$ cat config.mk
export PLATFORM = sky130hd
export DESIGN_NAME = eltf_cfg
export DESIGN_NICKNAME = d
export VERILOG_FILES = /design/src/hw/rtl/eltf_pkg.sv /design/src/hw/rtl/eltf_cfg.sv
export SDC_FILE = /design/constraint.sdc
export NUM_CORES = 1
export LEC_CHECK = 0
export BUFFER_PORTS_ARGS = -buffer_cell sky130_fd_sc_hd__buf_2
export CAP_MARGIN = 0
export CORE_MARGIN = 8
export CORE_UTILIZATION = 55
export DETAILED_ROUTE_END_ITERATION = 12
export GPL_TIMING_DRIVEN = 0
export PLACE_DENSITY = 0.88
export RECOVER_POWER = 25
export SYNTH_ARGS = -nofsm -noshare
export SYNTH_HDL_FRONTEND = slang
export SYNTH_SLANG_ARGS = --single-unit
$ cat constraint.sdc
create_clock -name clk -period 3.4 [get_ports clk]
set_input_delay 0.17 -clock clk [delete_from_list [all_inputs] [get_ports clk]]
set_output_delay 0.17 -clock clk [all_outputs]
set_load 0.05 [all_outputs]
$ cat src/hw/rtl/eltf_pkg.sv
`default_nettype none
package eltf_pkg;

  localparam int TRIG_FRAC_DEF = 20;
  localparam int POS_FRAC_DEF  = 8;

  localparam int COORD_W = 31;
  localparam int COEF_W  = 22;
  localparam int ROT_W   = 44;
  localparam int DIFF_W  = 32;
  localparam int PROD_W  = 54;
  localparam int SUM_W   = 56;
  localparam int MAG_W   = 36;
  localparam int CM_W    = 33;
  localparam int QUO_W   = 32;
  localparam int COMP_W  = 35;
  localparam int OUT_W   = 32;
  localparam int NAXIS   = 3;
  localparam int NPROD   = 8;
  localparam int ADDR_W  = 6;
  localparam int DATA_W  = 64;
  localparam int IDX_W   = 3;

  // floor(2^MAG_W / 25): quotient estimate is exact or one low for MAG_W-bit values
  localparam int                DIVISOR  = 25;
  localparam logic [QUO_W-1:0]  RECIP_25 = 32'd2748779069;

  localparam int MODE_METRES = 0;
  localparam int MODE_NED    = 1;

  localparam logic [IDX_W-1:0] REG_REF_X    = 3'd0;
  localparam logic [IDX_W-1:0] REG_REF_Y    = 3'd1;
  localparam logic [IDX_W-1:0] REG_REF_Z    = 3'd2;
  localparam logic [IDX_W-1:0] REG_ROT_ROW0 = 3'd3;
  localparam logic [IDX_W-1:0] REG_ROT_ROW1 = 3'd4;
  localparam logic [IDX_W-1:0] REG_ROT_MIX  = 3'd5;
  localparam logic [IDX_W-1:0] REG_ROT_ROW2 = 3'd6;
  localparam logic [IDX_W-1:0] REG_OUT_MODE = 3'd7;

  typedef struct packed {
    logic signed [COORD_W-1:0] ref_x;
    logic signed [COORD_W-1:0] ref_y;
    logic signed [COORD_W-1:0] ref_z;
    logic [ROT_W-1:0]          rot_row0;
    logic [ROT_W-1:0]          rot_row1_a;
    logic [ROT_W-1:0]          rot_mixed;
    logic [ROT_W-1:0]          rot_row2_b;
    logic [1:0]                out_mode;
  } cfg_t;

  function automatic logic signed [COEF_W-1:0] coef_lo(input logic [ROT_W-1:0] r);
    coef_lo = r[COEF_W-1:0];
  endfunction

  function automatic logic signed [COEF_W-1:0] coef_hi(input logic [ROT_W-1:0] r);
    coef_hi = r[ROT_W-1:COEF_W];
  endfunction

endpackage
`default_nettype wire

$ cat src/hw/rtl/eltf_cfg.sv
`default_nettype none
module eltf_cfg (
  input  logic                        clk,
  input  logic                        rst_n,
  input  logic                        psel,
  input  logic                        penable,
  input  logic                        pwrite,
  input  logic [eltf_pkg::ADDR_W-1:0] paddr,
  input  logic [eltf_pkg::DATA_W-1:0] pwdata,
  output logic [eltf_pkg::DATA_W-1:0] prdata,
  output logic                        pready,
  output eltf_pkg::cfg_t              cfg
);
  import eltf_pkg::*;

  cfg_t             cfg_r;
  logic             wr_en;
  logic [IDX_W-1:0] idx;

  assign idx    = paddr[ADDR_W-1:ADDR_W-IDX_W];
  assign wr_en  = psel & penable & pwrite;
  assign pready = 1'b1;
  assign cfg    = cfg_r;

  always_ff @(posedge clk) begin
    if (!rst_n) begin
      cfg_r <= '0;
    end else if (wr_en) begin
      unique case (idx)
        REG_REF_X:    cfg_r.ref_x      <= pwdata[COORD_W-1:0];
        REG_REF_Y:    cfg_r.ref_y      <= pwdata[COORD_W-1:0];
        REG_REF_Z:    cfg_r.ref_z      <= pwdata[COORD_W-1:0];
        REG_ROT_ROW0: cfg_r.rot_row0   <= pwdata[ROT_W-1:0];
        REG_ROT_ROW1: cfg_r.rot_row1_a <= pwdata[ROT_W-1:0];
        REG_ROT_MIX:  cfg_r.rot_mixed  <= pwdata[ROT_W-1:0];
        REG_ROT_ROW2: cfg_r.rot_row2_b <= pwdata[ROT_W-1:0];
        REG_OUT_MODE: cfg_r.out_mode   <= pwdata[1:0];
        default: ;
      endcase
    end
  end

  always_comb begin
    unique case (idx)
      REG_REF_X:    prdata = {{(DATA_W-COORD_W){1'b0}}, cfg_r.ref_x};
      REG_REF_Y:    prdata = {{(DATA_W-COORD_W){1'b0}}, cfg_r.ref_y};
      REG_REF_Z:    prdata = {{(DATA_W-COORD_W){1'b0}}, cfg_r.ref_z};
      REG_ROT_ROW0: prdata = {{(DATA_W-ROT_W){1'b0}}, cfg_r.rot_row0};
      REG_ROT_ROW1: prdata = {{(DATA_W-ROT_W){1'b0}}, cfg_r.rot_row1_a};
      REG_ROT_MIX:  prdata = {{(DATA_W-ROT_W){1'b0}}, cfg_r.rot_mixed};
      REG_ROT_ROW2: prdata = {{(DATA_W-ROT_W){1'b0}}, cfg_r.rot_row2_b};
      REG_OUT_MODE: prdata = {{(DATA_W-2){1'b0}}, cfg_r.out_mode};
      default:      prdata = '0;
    endcase
  end

endmodule
`default_nettype wire

==> impl_table.tex <==
\begin{tabular}{lr}
\hline
Metric & Value \\
\hline
\multicolumn{2}{l}{\textbf{Clock tree}} \\
\# hold bufs at CTS & 10 \\
H-tree Lvls & 1 \\
CTS tree & done \\
CTS Sinks & 271 \\
Clock insertion delay at the later pin of the skew report & 0.53 ns \\
Clock buffers created by TritonCTS & 27 \\
Post-CTS Setup Bufs & 0 \\
Longest Clk Path Bufs & 3 \\
Cell at the root of the clock tree & sky130\_fd\_sc\_hd\_\_clkbuf\_16 \\
Clock slew at the register clock pins of the worst setup and hold paths & $\sim$0.06 ns \\
Quantity of gates resized following cts & 0 \\
\multicolumn{2}{l}{\textbf{Power and ir drop}} \\
P\_sw & around 0.0019 W \\
Leakage dissipation & between 6 and 7 nW \\
Internal power & around 0.0053 W \\
Net switching fraction of the power & 0.266 \\
Fraction of power consumed by combinational cells & 0.109 \\
Peak ir drop on the vdd network & around 360 uV \\
Clock network fraction of design power & 0.448 \\
Flop pwr share & 0.443 \\
Pwr per Cell Area & 475 nW/um2 \\
\multicolumn{2}{l}{\textbf{Worst setup path}} \\
Cell breakdown of the critical path & buf\_2, buf\_2, nor2\_1, clkbuf\_1, a22o\_1, o32a\_1, buf\_2 \\
Critical Path Stages & 7 \\
Most common cell type on the critical path & sky130\_fd\_sc\_hd\_\_buf\_2 \\
Worst path top cell family by delay & buffers and inverters \\
Critical path required time & roughly 3.2 ns \\
Buffers plus inverters on the worst setup path & 4 \\
Largest fanout of any net on the critical path & 10 \\
Worst R2R Path Depth & 2 \\
Startpoint of the worst-slack reg-to-reg timing path & cfg[230] \\
Cell with the largest stage delay on the worst path & sky130\_fd\_sc\_hd\_\_clkbuf\_1 \\
Crit path largest cell delay & between 0.8 and 0.9 ns \\
Nature of the critical path startpoint & input port \\
Critical path launch point & paddr[4] \\
Class of the most critical setup path & in -> out \\
Worst Setup End Kind & primary output \\
Data arrival time at the worst-slack endpoint & 2.81 ns \\
\multicolumn{2}{l}{\textbf{Floorplan}} \\
Starting density of the core & 0.559 \\
Horiz. Die Dim & around 160 um \\
Height of the die & between 150 and 200 um \\
Site row count & 54 \\
Core Area & approximately 22000 um2 \\
Die area & approximately 27000 um2 \\
Boundary Pins & slightly above 400 \\
\multicolumn{2}{l}{\textbf{Run status}} \\
Status & completed \\
\multicolumn{2}{l}{\textbf{Min path}} \\
Hold path startpoint & pwdata[41] \\
Cell depth of the worst hold path & 3 \\
HP Class & in -> reg \\
\multicolumn{2}{l}{\textbf{Global routing}} \\
Total routing usage reported by global routing & 0.358 \\
Via count of the first global-routing pass & between 10000 and 15000 \\
Global-route wire length before repair & approximately 74000 um \\
Overflow left after global routing & 0 \\
Pin count of the biggest net entering global routing & 16 \\
Initial antenna violation count & 1 \\
\multicolumn{2}{l}{\textbf{Yosys}} \\
Post-synthesis area per instance & about 9.6 um2 \\
Part of the Yosys area used for sequential elements & 0.446 \\
Top-area cell type share of the netlist area & 0.446 \\
Synthesized cell area & $\sim$12000 um2 \\
Cell with the most instances after synthesis & sky130\_fd\_sc\_hd\_\_nand2\_1 \\
Yosys synthesis warning count & 0 \\
Top cells by instance count after synthesis & sky130\_fd\_sc\_hd\_\_nand2\_1, sky130\_fd\_sc\_hd\_\_mux2i\_1, sky130\_fd\_sc\_hd\_\_dfxtp\_1, sky130\_fd\_sc\_hd\_\_clkbuf\_1, sky130\_fd\_sc\_hd\_\_buf\_4 \\
Dominant cells by area after synthesis & sky130\_fd\_sc\_hd\_\_dfxtp\_1, sky130\_fd\_sc\_hd\_\_mux2i\_1, sky130\_fd\_sc\_hd\_\_nand2\_1, sky130\_fd\_sc\_hd\_\_buf\_4, sky130\_fd\_sc\_hd\_\_clkbuf\_1 \\
Post-synthesis cell type count & 36 \\
FFs w/ async S/R, synth & 0 \\
Main synth FF type & sky130\_fd\_sc\_hd\_\_dfxtp\_1 \\
Cell accounting for the most synthesized area & sky130\_fd\_sc\_hd\_\_dfxtp\_1 \\
Flip-flop and latch count after synthesis & 271 \\
Post-synthesis cell count & 1267 \\
Number of synthesized flops with an enable pin & 0 \\
\multicolumn{2}{l}{\textbf{Timing}} \\
Fin. max-slew vios & 0 \\
Final worst hold slack & 0.0225 ns \\
Final critical-path share of the clock period & 0.877 \\
Setup repair after global routing missed its margin & false \\
Final count of negative-setup-slack endpoints & 0 \\
Highest attainable clock frequency & about 340 MHz \\
Number of failing hold endpoints at the final stage & 0 \\
Time the final worst path needs with I/O delays and setup & roughly 3 ns \\
Setup Skew & 0 ns \\
Setup TNS Final & 0 ns \\
Actual transition at the worst max-transition pin & around 1.1 ns \\
Final setup margin & about 0.42 ns \\
Worst slew margin relative to its limit & 0.299 \\
\multicolumn{2}{l}{\textbf{Cells and area}} \\
Layout cells sized above 1 & 0.227 \\
Area added between synthesis and finish & 25.9\% \\
Number of flip-flops under the largest register name & about 270 \\
Layout Nets & 1764 \\
\multicolumn{2}{l}{\textbf{Route}} \\
Vias after detailed routing & about 12000 \\
Wire length reported by the detailed router & a little over 50000 um \\
Remaining DRCs & 0 \\
1st-pass router iterations & 5 \\
Post-detailed-route via-to-cell ratio & $\sim$6.1 \\
Remaining antenna violation count after routing & 0 \\
DRC marker count from the first detailed-route iteration & about 1300 \\
Wirelength per Cell & around 26 um \\
\multicolumn{2}{l}{\textbf{Place}} \\
Number of port buffers & 364 \\
Half-perimeter wire length of the detailed placement result & about 37000 um \\
Post-placement setup slack & 0.642 ns \\
RD Place Congestion & around 0.91 \\
\multicolumn{2}{l}{\textbf{Flow run}} \\
Max-cap violations & 0 \\
\hline
\end{tabular}
-- final timing paths --
path              slack [ns]         end
setup reg to reg        2.56    cfg[230]
hold / removal          0.02    cfg[131]
setup / recovery        0.42  prdata[26]
hold reg to reg         0.47    cfg[179]
-- routing by layer --
metal | global-route usage | share of wire | up-vias
li1 | - | - | 5189
met1 | 0.416 | 0.36 | 5715
met2 | 0.581 | 0.45 | 961
met3 | 0.100 | 0.13 | 241
met4 | 0.215 | 0.063 | 2
met5 | 0 | 0.00019 | -
-- worst register-to-register path, cell delays in order (launching register included) --
cell	delay, ns
sky130_fd_sc_hd__dfxtp_1	0.38
sky130_fd_sc_hd__nand2_1	0.12
sky130_fd_sc_hd__mux2i_1	0.25
-- cells by family (layout without fill, tap and decap cells) --
family | count (synthesis) | after routing | share of synthesized area
compound gates | 130 | 130 | 0.0935
buf+inv | 155 | 578 | 0.0641
flops | 271 | 271 | 0.446
mux | 321 | 321 | 0.265
other cells | 2 | 22 | 0.000618
simple gates | 388 | 388 | 0.131
-- power groups by stage --
stage          clock network [W]  registers [W]  logic [W]
4_1_cts                  0.00324        0.00322   0.000772
6_report                 0.00326        0.00322   0.000788
5_1_grt                  0.00337        0.00322   0.000805
3_3_place_gp                   0        0.00329   0.000753
3_5_place_dp                   0        0.00329   0.000761
2_1_floorplan                  0        0.00337   0.000428
-- cells in the final DEF, fill, tap and decap left out, drive strengths merged, types with 2 or more instances in the layout --
| cell type | Yosys | routed |
|---|---|---|
| conb | 2 | 21 |
| a2bb2oi | 13 | 13 |
| nor2 | 15 | 15 |
| dlygate4sd3 | 0 | 10 |
| o221ai | 13 | 13 |
| nand2b | 15 | 15 |
| o2bb2ai | 13 | 13 |
| buf | 73 | 325 |
| mux2i | 319 | 319 |
| nor2b | 3 | 3 |
| o22ai | 11 | 11 |
| or3 | 3 | 3 |
| a221oi | 11 | 11 |
| inv | 29 | 29 |
| nor3b | 2 | 2 |
| o22a | 2 | 2 |
| mux2 | 2 | 2 |
| clkbuf | 53 | 201 |
| a22o | 22 | 22 |
| a221o | 5 | 5 |
| a31oi | 7 | 7 |
| bufinv | 0 | 5 |
| o221a | 13 | 13 |
| a21oi | 2 | 2 |
| nand2 | 341 | 341 |
| clkinvlp | 0 | 2 |
| dfxtp | 271 | 271 |
| clkinv | 0 | 6 |
| o32a | 9 | 9 |
| and2 | 6 | 6 |
| a32oi | 9 | 9 |
-- metrics by stage --
step / utilization / instance area (um2) / total power (W) / cells
floorplan: - / 12200 / 0.00379 / 1286
global placement: 0.662 / 14400 / 0.00404 / 1930
detailed placement: 0.662 / 14400 / 0.00405 / 1930
CTS: 0.710 / 15500 / 0.00723 / 1989
global route: 0.703 / 15300 / 0.00740 / 1989
finish: 0.703 / 15300 / 0.00726 / 1990
-- area by class of cell --
cell class | count | area [um2]
antenna | 1 | 2.50
buffer | 126 | 668
clock buffer | 36 | 759
clock inverter | 13 | 199
fill | 1733 | 6450
inverter | 29 | 109
multi-input combinational | 860 | 6010
sequential | 271 | 5430
tap | 280 | 350
timing repair buffer | 374 | 1780
(Power assumes the default switching activity.)
