**src/hw/rtl/eltf_pkg.sv**
```systemverilog
`default_nettype none
package eltf_pkg;

  localparam int TRIG_FRAC_DEF = 20;
  localparam int POS_FRAC_DEF  = 8;

  localparam int COORD_W = 31;
  localparam int COEF_W  = 22;
  localparam int ROT_W   = 44;
  localparam int DIFF_W  = 32;
  localparam int PROD_W  = 54;
  localparam int SUM_W   = 56;
  localparam int MAG_W   = 36;
  localparam int CM_W    = 33;
  localparam int QUO_W   = 32;
  localparam int COMP_W  = 35;
  localparam int OUT_W   = 32;
  localparam int NAXIS   = 3;
  localparam int NPROD   = 8;
  localparam int ADDR_W  = 6;
  localparam int DATA_W  = 64;
  localparam int IDX_W   = 3;

  // floor(2^MAG_W / 25): quotient estimate is exact or one low for MAG_W-bit values
  localparam int                DIVISOR  = 25;
  localparam logic [QUO_W-1:0]  RECIP_25 = 32'd2748779069;

  localparam int MODE_METRES = 0;
  localparam int MODE_NED    = 1;

  localparam logic [IDX_W-1:0] REG_REF_X    = 3'd0;
  localparam logic [IDX_W-1:0] REG_REF_Y    = 3'd1;
  localparam logic [IDX_W-1:0] REG_REF_Z    = 3'd2;
  localparam logic [IDX_W-1:0] REG_ROT_ROW0 = 3'd3;
  localparam logic [IDX_W-1:0] REG_ROT_ROW1 = 3'd4;
  localparam logic [IDX_W-1:0] REG_ROT_MIX  = 3'd5;
  localparam logic [IDX_W-1:0] REG_ROT_ROW2 = 3'd6;
  localparam logic [IDX_W-1:0] REG_OUT_MODE = 3'd7;

  typedef struct packed {
    logic signed [COORD_W-1:0] ref_x;
    logic signed [COORD_W-1:0] ref_y;
    logic signed [COORD_W-1:0] ref_z;
    logic [ROT_W-1:0]          rot_row0;
    logic [ROT_W-1:0]          rot_row1_a;
    logic [ROT_W-1:0]          rot_mixed;
    logic [ROT_W-1:0]          rot_row2_b;
    logic [1:0]                out_mode;
  } cfg_t;

  function automatic logic signed [COEF_W-1:0] coef_lo(input logic [ROT_W-1:0] r);
    coef_lo = r[COEF_W-1:0];
  endfunction

  function automatic logic signed [COEF_W-1:0] coef_hi(input logic [ROT_W-1:0] r);
    coef_hi = r[ROT_W-1:COEF_W];
  endfunction

endpackage
`default_nettype wire

```
**src/hw/rtl/eltf_frame.sv**
```systemverilog
`default_nettype none
module eltf_frame (
  input  logic                                             clk,
  input  logic                                             rst_n,
  input  logic                                             ned,
  input  logic                                             up_valid,
  output logic                                             up_ready,
  input  logic [eltf_pkg::NAXIS-1:0][eltf_pkg::COMP_W-1:0] comp,
  output logic                                             out_valid,
  input  logic                                             out_stall,
  output logic signed [eltf_pkg::OUT_W-1:0]                out_x,
  output logic signed [eltf_pkg::OUT_W-1:0]                out_y,
  output logic signed [eltf_pkg::OUT_W-1:0]                out_z,
  output logic                                             out_overflow
);
  import eltf_pkg::*;

  localparam logic signed [COMP_W-1:0] SAT_HI = COMP_W'((64'sd1 <<< (OUT_W - 1)) - 64'sd1);
  localparam logic signed [COMP_W-1:0] SAT_LO = ~SAT_HI;

  logic                     vld_r;
  logic signed [OUT_W-1:0]  x_r, y_r, z_r;
  logic                     ovf_r;
  logic signed [COMP_W-1:0] v [NAXIS];
  logic signed [OUT_W-1:0]  s [NAXIS];
  logic                     ovf_nxt;

  assign up_ready     = !vld_r || !out_stall;
  assign out_valid    = vld_r;
  assign out_x        = x_r;
  assign out_y        = y_r;
  assign out_z        = z_r;
  assign out_overflow = ovf_r;

  // NED: swap the horizontal axes and flip up to down
  always_comb begin
    v[0] = ned ? comp[1] : comp[0];
    v[1] = ned ? comp[0] : comp[1];
    v[2] = ned ? -comp[2] : comp[2];
  end

  always_comb begin
    ovf_nxt = 1'b0;
    for (int i = 0; i < NAXIS; i++) begin
      if (v[i] > SAT_HI) begin
        s[i]    = SAT_HI[OUT_W-1:0];
        ovf_nxt = 1'b1;
      end else if (v[i] < SAT_LO) begin
        s[i]    = SAT_LO[OUT_W-1:0];
        ovf_nxt = 1'b1;
      end else begin
        s[i] = v[i][OUT_W-1:0];
      end
    end
  end

  always_ff @(posedge clk) begin
    if (!rst_n) begin
      vld_r <= 1'b0;
    end else if (up_ready) begin
      vld_r <= up_valid;
    end
  end

  always_ff @(posedge clk) begin
    if (up_ready && up_valid) begin
      x_r   <= s[0];
      y_r   <= s[1];
      z_r   <= s[2];
      ovf_r <= ovf_nxt;
    end
  end

endmodule
`default_nettype wire

```
**config.mk**
```make
export PLATFORM = sky130hd
export DESIGN_NAME = eltf_frame
export DESIGN_NICKNAME = d
export VERILOG_FILES = /design/src/hw/rtl/eltf_pkg.sv /design/src/hw/rtl/eltf_frame.sv
export SDC_FILE = /design/constraint.sdc
export NUM_CORES = 1
export LEC_CHECK = 0
export BUFFER_PORTS_ARGS = -buffer_cell sky130_fd_sc_hd__buf_2
export CAP_MARGIN = 20
export CELL_PAD_IN_SITES_DETAIL_PLACEMENT = 0
export CELL_PAD_IN_SITES_GLOBAL_PLACEMENT = 2
export CORE_UTILIZATION = 33
export DETAILED_ROUTE_END_ITERATION = 12
export GPL_TIMING_DRIVEN = 0
export HOLD_SLACK_MARGIN = 0.05
export PLACE_DENSITY_LB_ADDON = 0.1
export SYNTH_ARGS = -nofsm -noshare
export SYNTH_HDL_FRONTEND = slang
export SYNTH_SLANG_ARGS = --single-unit
export TNS_END_PERCENT = 30
```
**constraint.sdc**
```tcl
create_clock -name clk -period 8.71 [get_ports clk]
set_input_delay 1.742 -clock clk [delete_from_list [all_inputs] [get_ports clk]]
set_output_delay 1.742 -clock clk [all_outputs]
set_load 0.01 [all_outputs]
```
==> impl_metrics.tcl, run 1 <==
set metrics [dict create \
    num_antenna_cells 0 \
    dp_slack_ps 4210 \
    syn_area_per_cell_um2 11.3 \
    htree_levels 3 \
    maxCapViolations 0 \
    vias_per_cell 5.04 \
    wl_per_cell_um 17.7 \
    vias 4661 \
    fin_crit_ps 4110 \
    synth-edff-count 97 \
    worst-path-buf-inv 4 \
    worst-setup-path-type "in2reg" \
    cp-startpoint "comp[70]" \
    cts.sink_count 98 \
    dieArea_um2 17100 \
    setup_tns_ps 0 \
    cp_cell_sequence "buf_2 -> inv_1 -> ha_1 -> nor4b_4 -> nand4_4 -> o41ai_2 -> xnor2_1 -> clkbuf_1 -> clkbuf_1 -> nand3_1 -> nand3_1" \
    fin_ws_ps 4600 \
    whs_path_depth 2 \
    synth.distinct_cells 45 \
    setup_viol 0 \
    crit_arrival_ps 4330 \
    reg2reg_slack_ps 7050 \
    drt_iter0_markers 229 \
    first_pass_iters 4 \
    synth_nets 596 \
    worstSetupEndpointType "flip-flop" \
    grt_max_degree 58 \
    clkTransAtPathRegs_ps 70 \
    num_rows 46 \
    yosysWarningCount 0 \
    power_density_nw_per_um2 175 \
    synth_area_um2 5460 \
    worstSetupStartpointType "input port" \
    postSynth.asyncResetShare_pct 0 \
    slew_headroom_pct 44.7 \
    cts-hold-fix-buffers 0 \
    finalWeightedCongestion 0.805 \
    initial_core_util_pct 34.1 \
    nNetsFinal 815 \
    netlist_instances 485 \
    cts-resized-gates 0 \
    tightest_slew_ps 829 \
    grt_overflow 0 \
    synth_top_area_share_pct 53.4 \
    drtAntennaViolNets 0 \
    cts_buffers 9 \
    crit_path_max_incr_delay_ps 440 \
    clk_latency_ps 350 \
    grt_pass1_vias 4574 \
    die_height_um 131 \
    cp_top_family "buffers and inverters" \
    port_buffers 207 \
    hold_viol 0 \
    fmax_mhz 243 \
    drive_above_1_share_pct 34.7 \
    postSynthRegisterBits 98 \
    drcViolationCount 0 \
    post-dp-hpwl_mm 12.3 \
    syn_to_final_growth_pct 29.6 \
    leakage_nw 2.88 \
    cp_data_required_time_ps 8930 \
    root_buffer "clkbuf_16" \
    reg2reg_from "out_valid$_SDFFE_PN0N_" \
    crit_fanout 10 \
    min_to "out_valid$_SDFFE_PN0N_" \
    drv_slew 0 \
    seq_area_frac_synth_pct 53.7 \
    netlist_top_cells_area "edfxtp_1 53%, mux2i_1 12%, nand3_1 5.6%" \
    r2r_cells 3 \
    cts_buffer_depth 2 \
    grt_usage_pct 19.1 \
    antenna_found_initial 1 \
    r2r-end "out_y[22]$_SDFFCE_PP1P_" \
    core_area_um2 16000 \
    totalWireLength_mm 16.4 \
    cp_slowest_cell "clkbuf_1" \
    status "finished clean" \
    min_path_type "reg2reg" \
    fillers 1631 \
    cp.depth 11 \
    post-cts-setup-buffer-count 0 \
    die_x_um 131 \
    skew_ps 6.91 \
    hold_path_startpoint "out_valid$_SDFFE_PN0N_" \
    peakVddDrop_uv 95.8 \
    pin_count 209 \
    cts_tree "built" \
    timing.final.crit_share_pct 47.2 \
    ys.flop_type "edfxtp_1" \
    rsz0062_at_grt "no" \
    grt_pass1_wl_mm 24.4 \
    synth_top_cell_by_area "edfxtp_1" \
]
[tightest hold or removal path, cell delays in order (launching register included)]
cell and delay, ps:
dfxtp_1 360, a21oi_1 80, nor2b_1 90
[cells in the mapped netlist, types with 2 or more instances]
cell      instances
xnor2_1          27
nand4_1           2
o41ai_2           2
buf_2             8
nand2b_1          2
nor3_1            6
or3_1             2
buf_1             2
edfxtp_1         97
mux2i_1          63
o21ai_1           3
nor2_1            6
a21oi_1          28
inv_1             6
o41ai_1           6
nor4_1            4
xor2_1            4
nand3_1          61
nand2_1          40
buf_4             3
clkbuf_1         24
o21ai_0          51
or4_1             2
nor4_4            3
o31ai_1          13
[worst max path at each step]
stage                                 end  slack [ps]
2_1_floorplan  out_overflow$_SDFFCE_PP1P_        4100
3_3_place_gp      out_y[28]$_SDFFCE_PP1P_        2990
3_5_place_dp      out_z[26]$_SDFFCE_PN1P_        4210
4_1_cts           out_z[26]$_SDFFCE_PN1P_        4580
5_1_grt           out_z[25]$_SDFFCE_PN1P_        4340
6_report          out_z[26]$_SDFFCE_PN1P_        4600
[kinds of logic after synthesis]
group                      count (synthesis)  synth area share (%)
AOI/OAI and AO/OA                        108                  11.6
xor gates and xnor gates                  31                  4.97
adders and majority gates                  1                 0.229
buffers and inverters                     43                  3.35
DFF                                       98                  53.7
muxes                                     64                  11.8
and+or+nand+nor                          140                  14.3
[sequential cells by signal, summed over array words and instances (netlist names)]
signal	count
out_valid	1
out_x	32
out_overflow	1
out_y	32
out_z	32
[metrics by stage]
stage / instance area, µm² / utilization, % / hold slack (ps) / std cells / total power, W
floorplan: 5460 / - / 546 / 485 / 0.000748
global placement: 6760 / 42.3 / 516 / 908 / 0.000865
detailed placement: 6790 / 42.5 / 530 / 909 / 0.000868
CTS: 7070 / 44.2 / 545 / 925 / 0.00126
global route: 7070 / 44.2 / 571 / 925 / 0.00130
finish: 7070 / 44.2 / 554 / 925 / 0.00124
[final cells by class]
cell class              instances  area, µm²  area share [%]
flip-flops and latches         98       2930            41.5
multi-input cells             344       2340            33.2
repair buffers                208       1060            15.0
well taps                     216        270            3.82
clock buffers                   9        225            3.19
plain buffers                  37        160            2.27
clock inverters                 7       51.3           0.726
inverters                       6       22.5           0.319
[metal layers]
layer / vias to the layer above / track usage [%] / share of wire [%] / wire length (µm)
met5: - / 0 / 0 / 0
met4: 0 / 7.57 / 1.8 / 292
met3: 17 / 5.29 / 6.7 / 1100
met2: 148 / 29.4 / 44 / 7270
met1: 2209 / 25.5 / 47 / 7700
li1: 2287 / - / - / -
[cells in the final DEF (no fill, tap or decap), drive strengths merged, types with 6 or more instances in the layout]
master  instances
nor3            6
xnor2          27
o41ai           8
clkbuf         33
a21oi          28
nand2          40
mux2i          63
buf           221
o21ai          54
o31ai          13
nand3          62
inv             9
edfxtp         97
nor2            6
nor4            8
[where the power goes]
group / total, W / internal [W] / switching [W]
Combinational: 0.000267 / 0.000103 / 0.000164
Sequential: 0.000587 / 0.000578 / 0.00000953
Clock: 0.000386 / 0.000196 / 0.000190
Total: 0.00124 / 0.000877 / 0.000363
Power figures use the tool's default switching activity.
==> run 2, diff against run 1 <==
--- a/config.mk
+++ b/config.mk
@@ -9,7 +9,7 @@
 export CAP_MARGIN = 20
 export CELL_PAD_IN_SITES_DETAIL_PLACEMENT = 0
 export CELL_PAD_IN_SITES_GLOBAL_PLACEMENT = 2
-export CORE_UTILIZATION = 33
+export CORE_UTILIZATION = 27
 export DETAILED_ROUTE_END_ITERATION = 12
 export GPL_TIMING_DRIVEN = 0
 export HOLD_SLACK_MARGIN = 0.05
==> constraint.sdc (replaced) <==
create_clock -name clk -period 3.47 [get_ports clk]
set_input_delay 0.694 -clock clk [delete_from_list [all_inputs] [get_ports clk]]
set_output_delay 0.694 -clock clk [all_outputs]
set_load 0.01 [all_outputs]
==> run 2 against run 1 <==
Net effect:
- sequential cell count did not move
- first-iteration DRC count fell by 3.1%
- clock-buffer cell count rose by 1
- clock skew fell by 1.7 ps
- critical path type unchanged
- critical endpoint is now out_z[29]$_SDFFCE_PN1P_
==> impl_metrics.tcl, run 2 (synthesis results as in run 1) <==
set metrics [dict create \
    p_clk_share_pct 31.5 \
    power_density_nw_per_um2 439 \
    worst-path-buf-inv 4 \
    cp_data_required_time_ps 3680 \
    wl_per_cell_um 17.9 \
    cts_tree "built" \
    port_buffers 207 \
    die_height_um 144 \
    cellInternalPower_w 0.00221 \
    tightest_slew_ps 791 \
    wl_met3_mm 1.03 \
    fmax_mhz 321 \
    cts-hold-fix-buffers 0 \
    cp_slowest_cell "clkbuf_1" \
    pwr-share-comb_pct 21.5 \
    die_x_um 144 \
    clk_latency_ps 350 \
    crit_path_max_incr_delay_ps 470 \
    htree_levels 3 \
    layout_common_cells "215 x buf_2, 97 x edfxtp_1, 63 x mux2i_1" \
    status "finished clean" \
    crit_fanout 10 \
    switchingPower_w 0.000928 \
    top_layer "met4" \
    drt_iter0_markers 222 \
    initial_core_util_pct 27.8 \
    min_path_type "reg2reg" \
    p_seq_share_pct 47.0 \
    skew_ps 5.20 \
    hold_viol 0 \
    setup_viol 0 \
    syn_to_final_growth_pct 30.9 \
    stdcell_count 979 \
    grt_usage_pct 17.0 \
    pin_count 209 \
    antenna_found_initial 5 \
    num_rows 51 \
    totalWireLength_mm 17.5 \
    mostFrequentLayoutCell "buf_2" \
    whs_path_depth 2 \
    grt_pass1_wl_mm 26.0 \
    cts_buffer_depth 2 \
    post-dp-hpwl_mm 12.9 \
    cts-resized-gates 0 \
    met2WireLength_mm 8.01 \
    finalWeightedCongestion 0.783 \
    dieArea_um2 20800 \
    grt_pass1_vias 4538 \
    crit_arrival_ps 3330 \
    drive_above_1_share_pct 34.8 \
    maxCapViolations 0 \
    r2r_cells 3 \
    cp_cell_sequence "buf_2 -> inv_1 -> ha_1 -> nor4b_4 -> nand4_4 -> o41ai_2 -> xnor2_1 -> clkbuf_1 -> clkbuf_1 -> nand3_1 -> nand3_1" \
    drtAntennaViolNets 0 \
    dp.cells 958 \
    vias 4606 \
    timing.final.crit_share_pct 89.6 \
    worst-setup-path-type "in2reg" \
    drt-met1-wl_mm 7.99 \
    post-cts-setup-buffer-count 0 \
    drcViolationCount 0 \
    grt_max_degree 55 \
    worstSetupStartpointType "input port" \
    grt_overflow 0 \
    fin_ws_ps 359 \
    dp_slack_ps -49.5 \
    first_pass_iters 4 \
    peakVddDrop_uv 213 \
    clkTransAtPathRegs_ps 70 \
    root_buffer "clkbuf_16" \
    rsz0062_at_grt "no" \
    worstSetupEndpointType "flip-flop" \
    cts.sink_count 98 \
    nNetsFinal 815 \
    leakage_nw 2.88 \
    core_area_um2 19700 \
    cts_buffers 9 \
    drv_slew 0 \
    cp.depth 11 \
    fin_crit_ps 3110 \
    cp_top_family "buffers and inverters" \
    vias_per_cell 4.70 \
    p_sw_share_pct 29.6 \
    slew_headroom_pct 47.3 \
]
-- run 2: cell count changes in the layout (fill, tap and decap cells not counted) --
cell,delta
clkinvlp_4,+1
clkinv_4,-1
clkbuf_1,+1
clkinv_1,-2
clkinv_2,+1
diode_2,+5
inv_8,+1
inv_6,-1
-- run 2: final cells by class --
type | instances | area [µm²]
fillers | 2092 | 12500
multi-input cells | 344 | 2340
plain buffers | 37 | 160
clock inverters | 6 | 50.0
repair buffers | 208 | 1060
inverters | 6 | 22.5
well taps | 265 | 332
clock buffers | 10 | 229
diodes | 5 | 12.5
flip-flops and latches | 98 | 2930
-- run 2: power by group through the flow --
stage	registers [W]	clock network, W	logic [W]
after floorplan	0.00157	0	0.000309
after global placement	0.00150	0	0.000673
after detailed placement	0.00150	0	0.000684
after CTS	0.00148	0.00102	0.000688
after global routing	0.00149	0.00106	0.000754
final	0.00147	0.000987	0.000674
-- run 2: routing by layer --
| metal | GRT usage [%] | up-vias |
|---|---|---|
| li1 | - | 2287 |
| met1 | 22.8 | 2152 |
| met2 | 26.6 | 139 |
| met3 | 3.54 | 28 |
| met4 | 6.70 | 0 |
| met5 | 0 | - |
-- run 2: worst register-to-register path, stage by stage (launching register included) --
cell	delay [ps]
dfxtp_1	330
nand2_1	80
and2_4	560
buf_16	350
-- run 2: worst paths after layout --
kind | start | end | slack (ps)
setup / recovery | comp[70] | out_z[29]$_SDFFCE_PN1P_ | 360
hold reg to reg | out_valid$_SDFFE_PN0N_ | out_valid$_SDFFE_PN0N_ | 540
setup reg to reg | out_valid$_SDFFE_PN0N_ | out_y[29]$_SDFFCE_PP1P_ | 1790
hold / removal | out_valid$_SDFFE_PN0N_ | out_valid$_SDFFE_PN0N_ | 540
-- run 2: metrics by stage --
stage | power [W] | hold WS, ps | setup TNS (ps) | utilization, % | cell area [µm²]
final | 0.00314 | 542 | 0 | 36.4 | 7150
after floorplan | 0.00187 | 546 | 0 | - | 5460
after CTS | 0.00319 | 542 | 0 | 36.3 | 7130
after global placement | 0.00218 | 521 | 0 | 34.7 | 6830
after global routing | 0.00330 | 588 | 0 | 36.4 | 7150
after detailed placement | 0.00219 | 528 | -627 | 34.9 | 6860
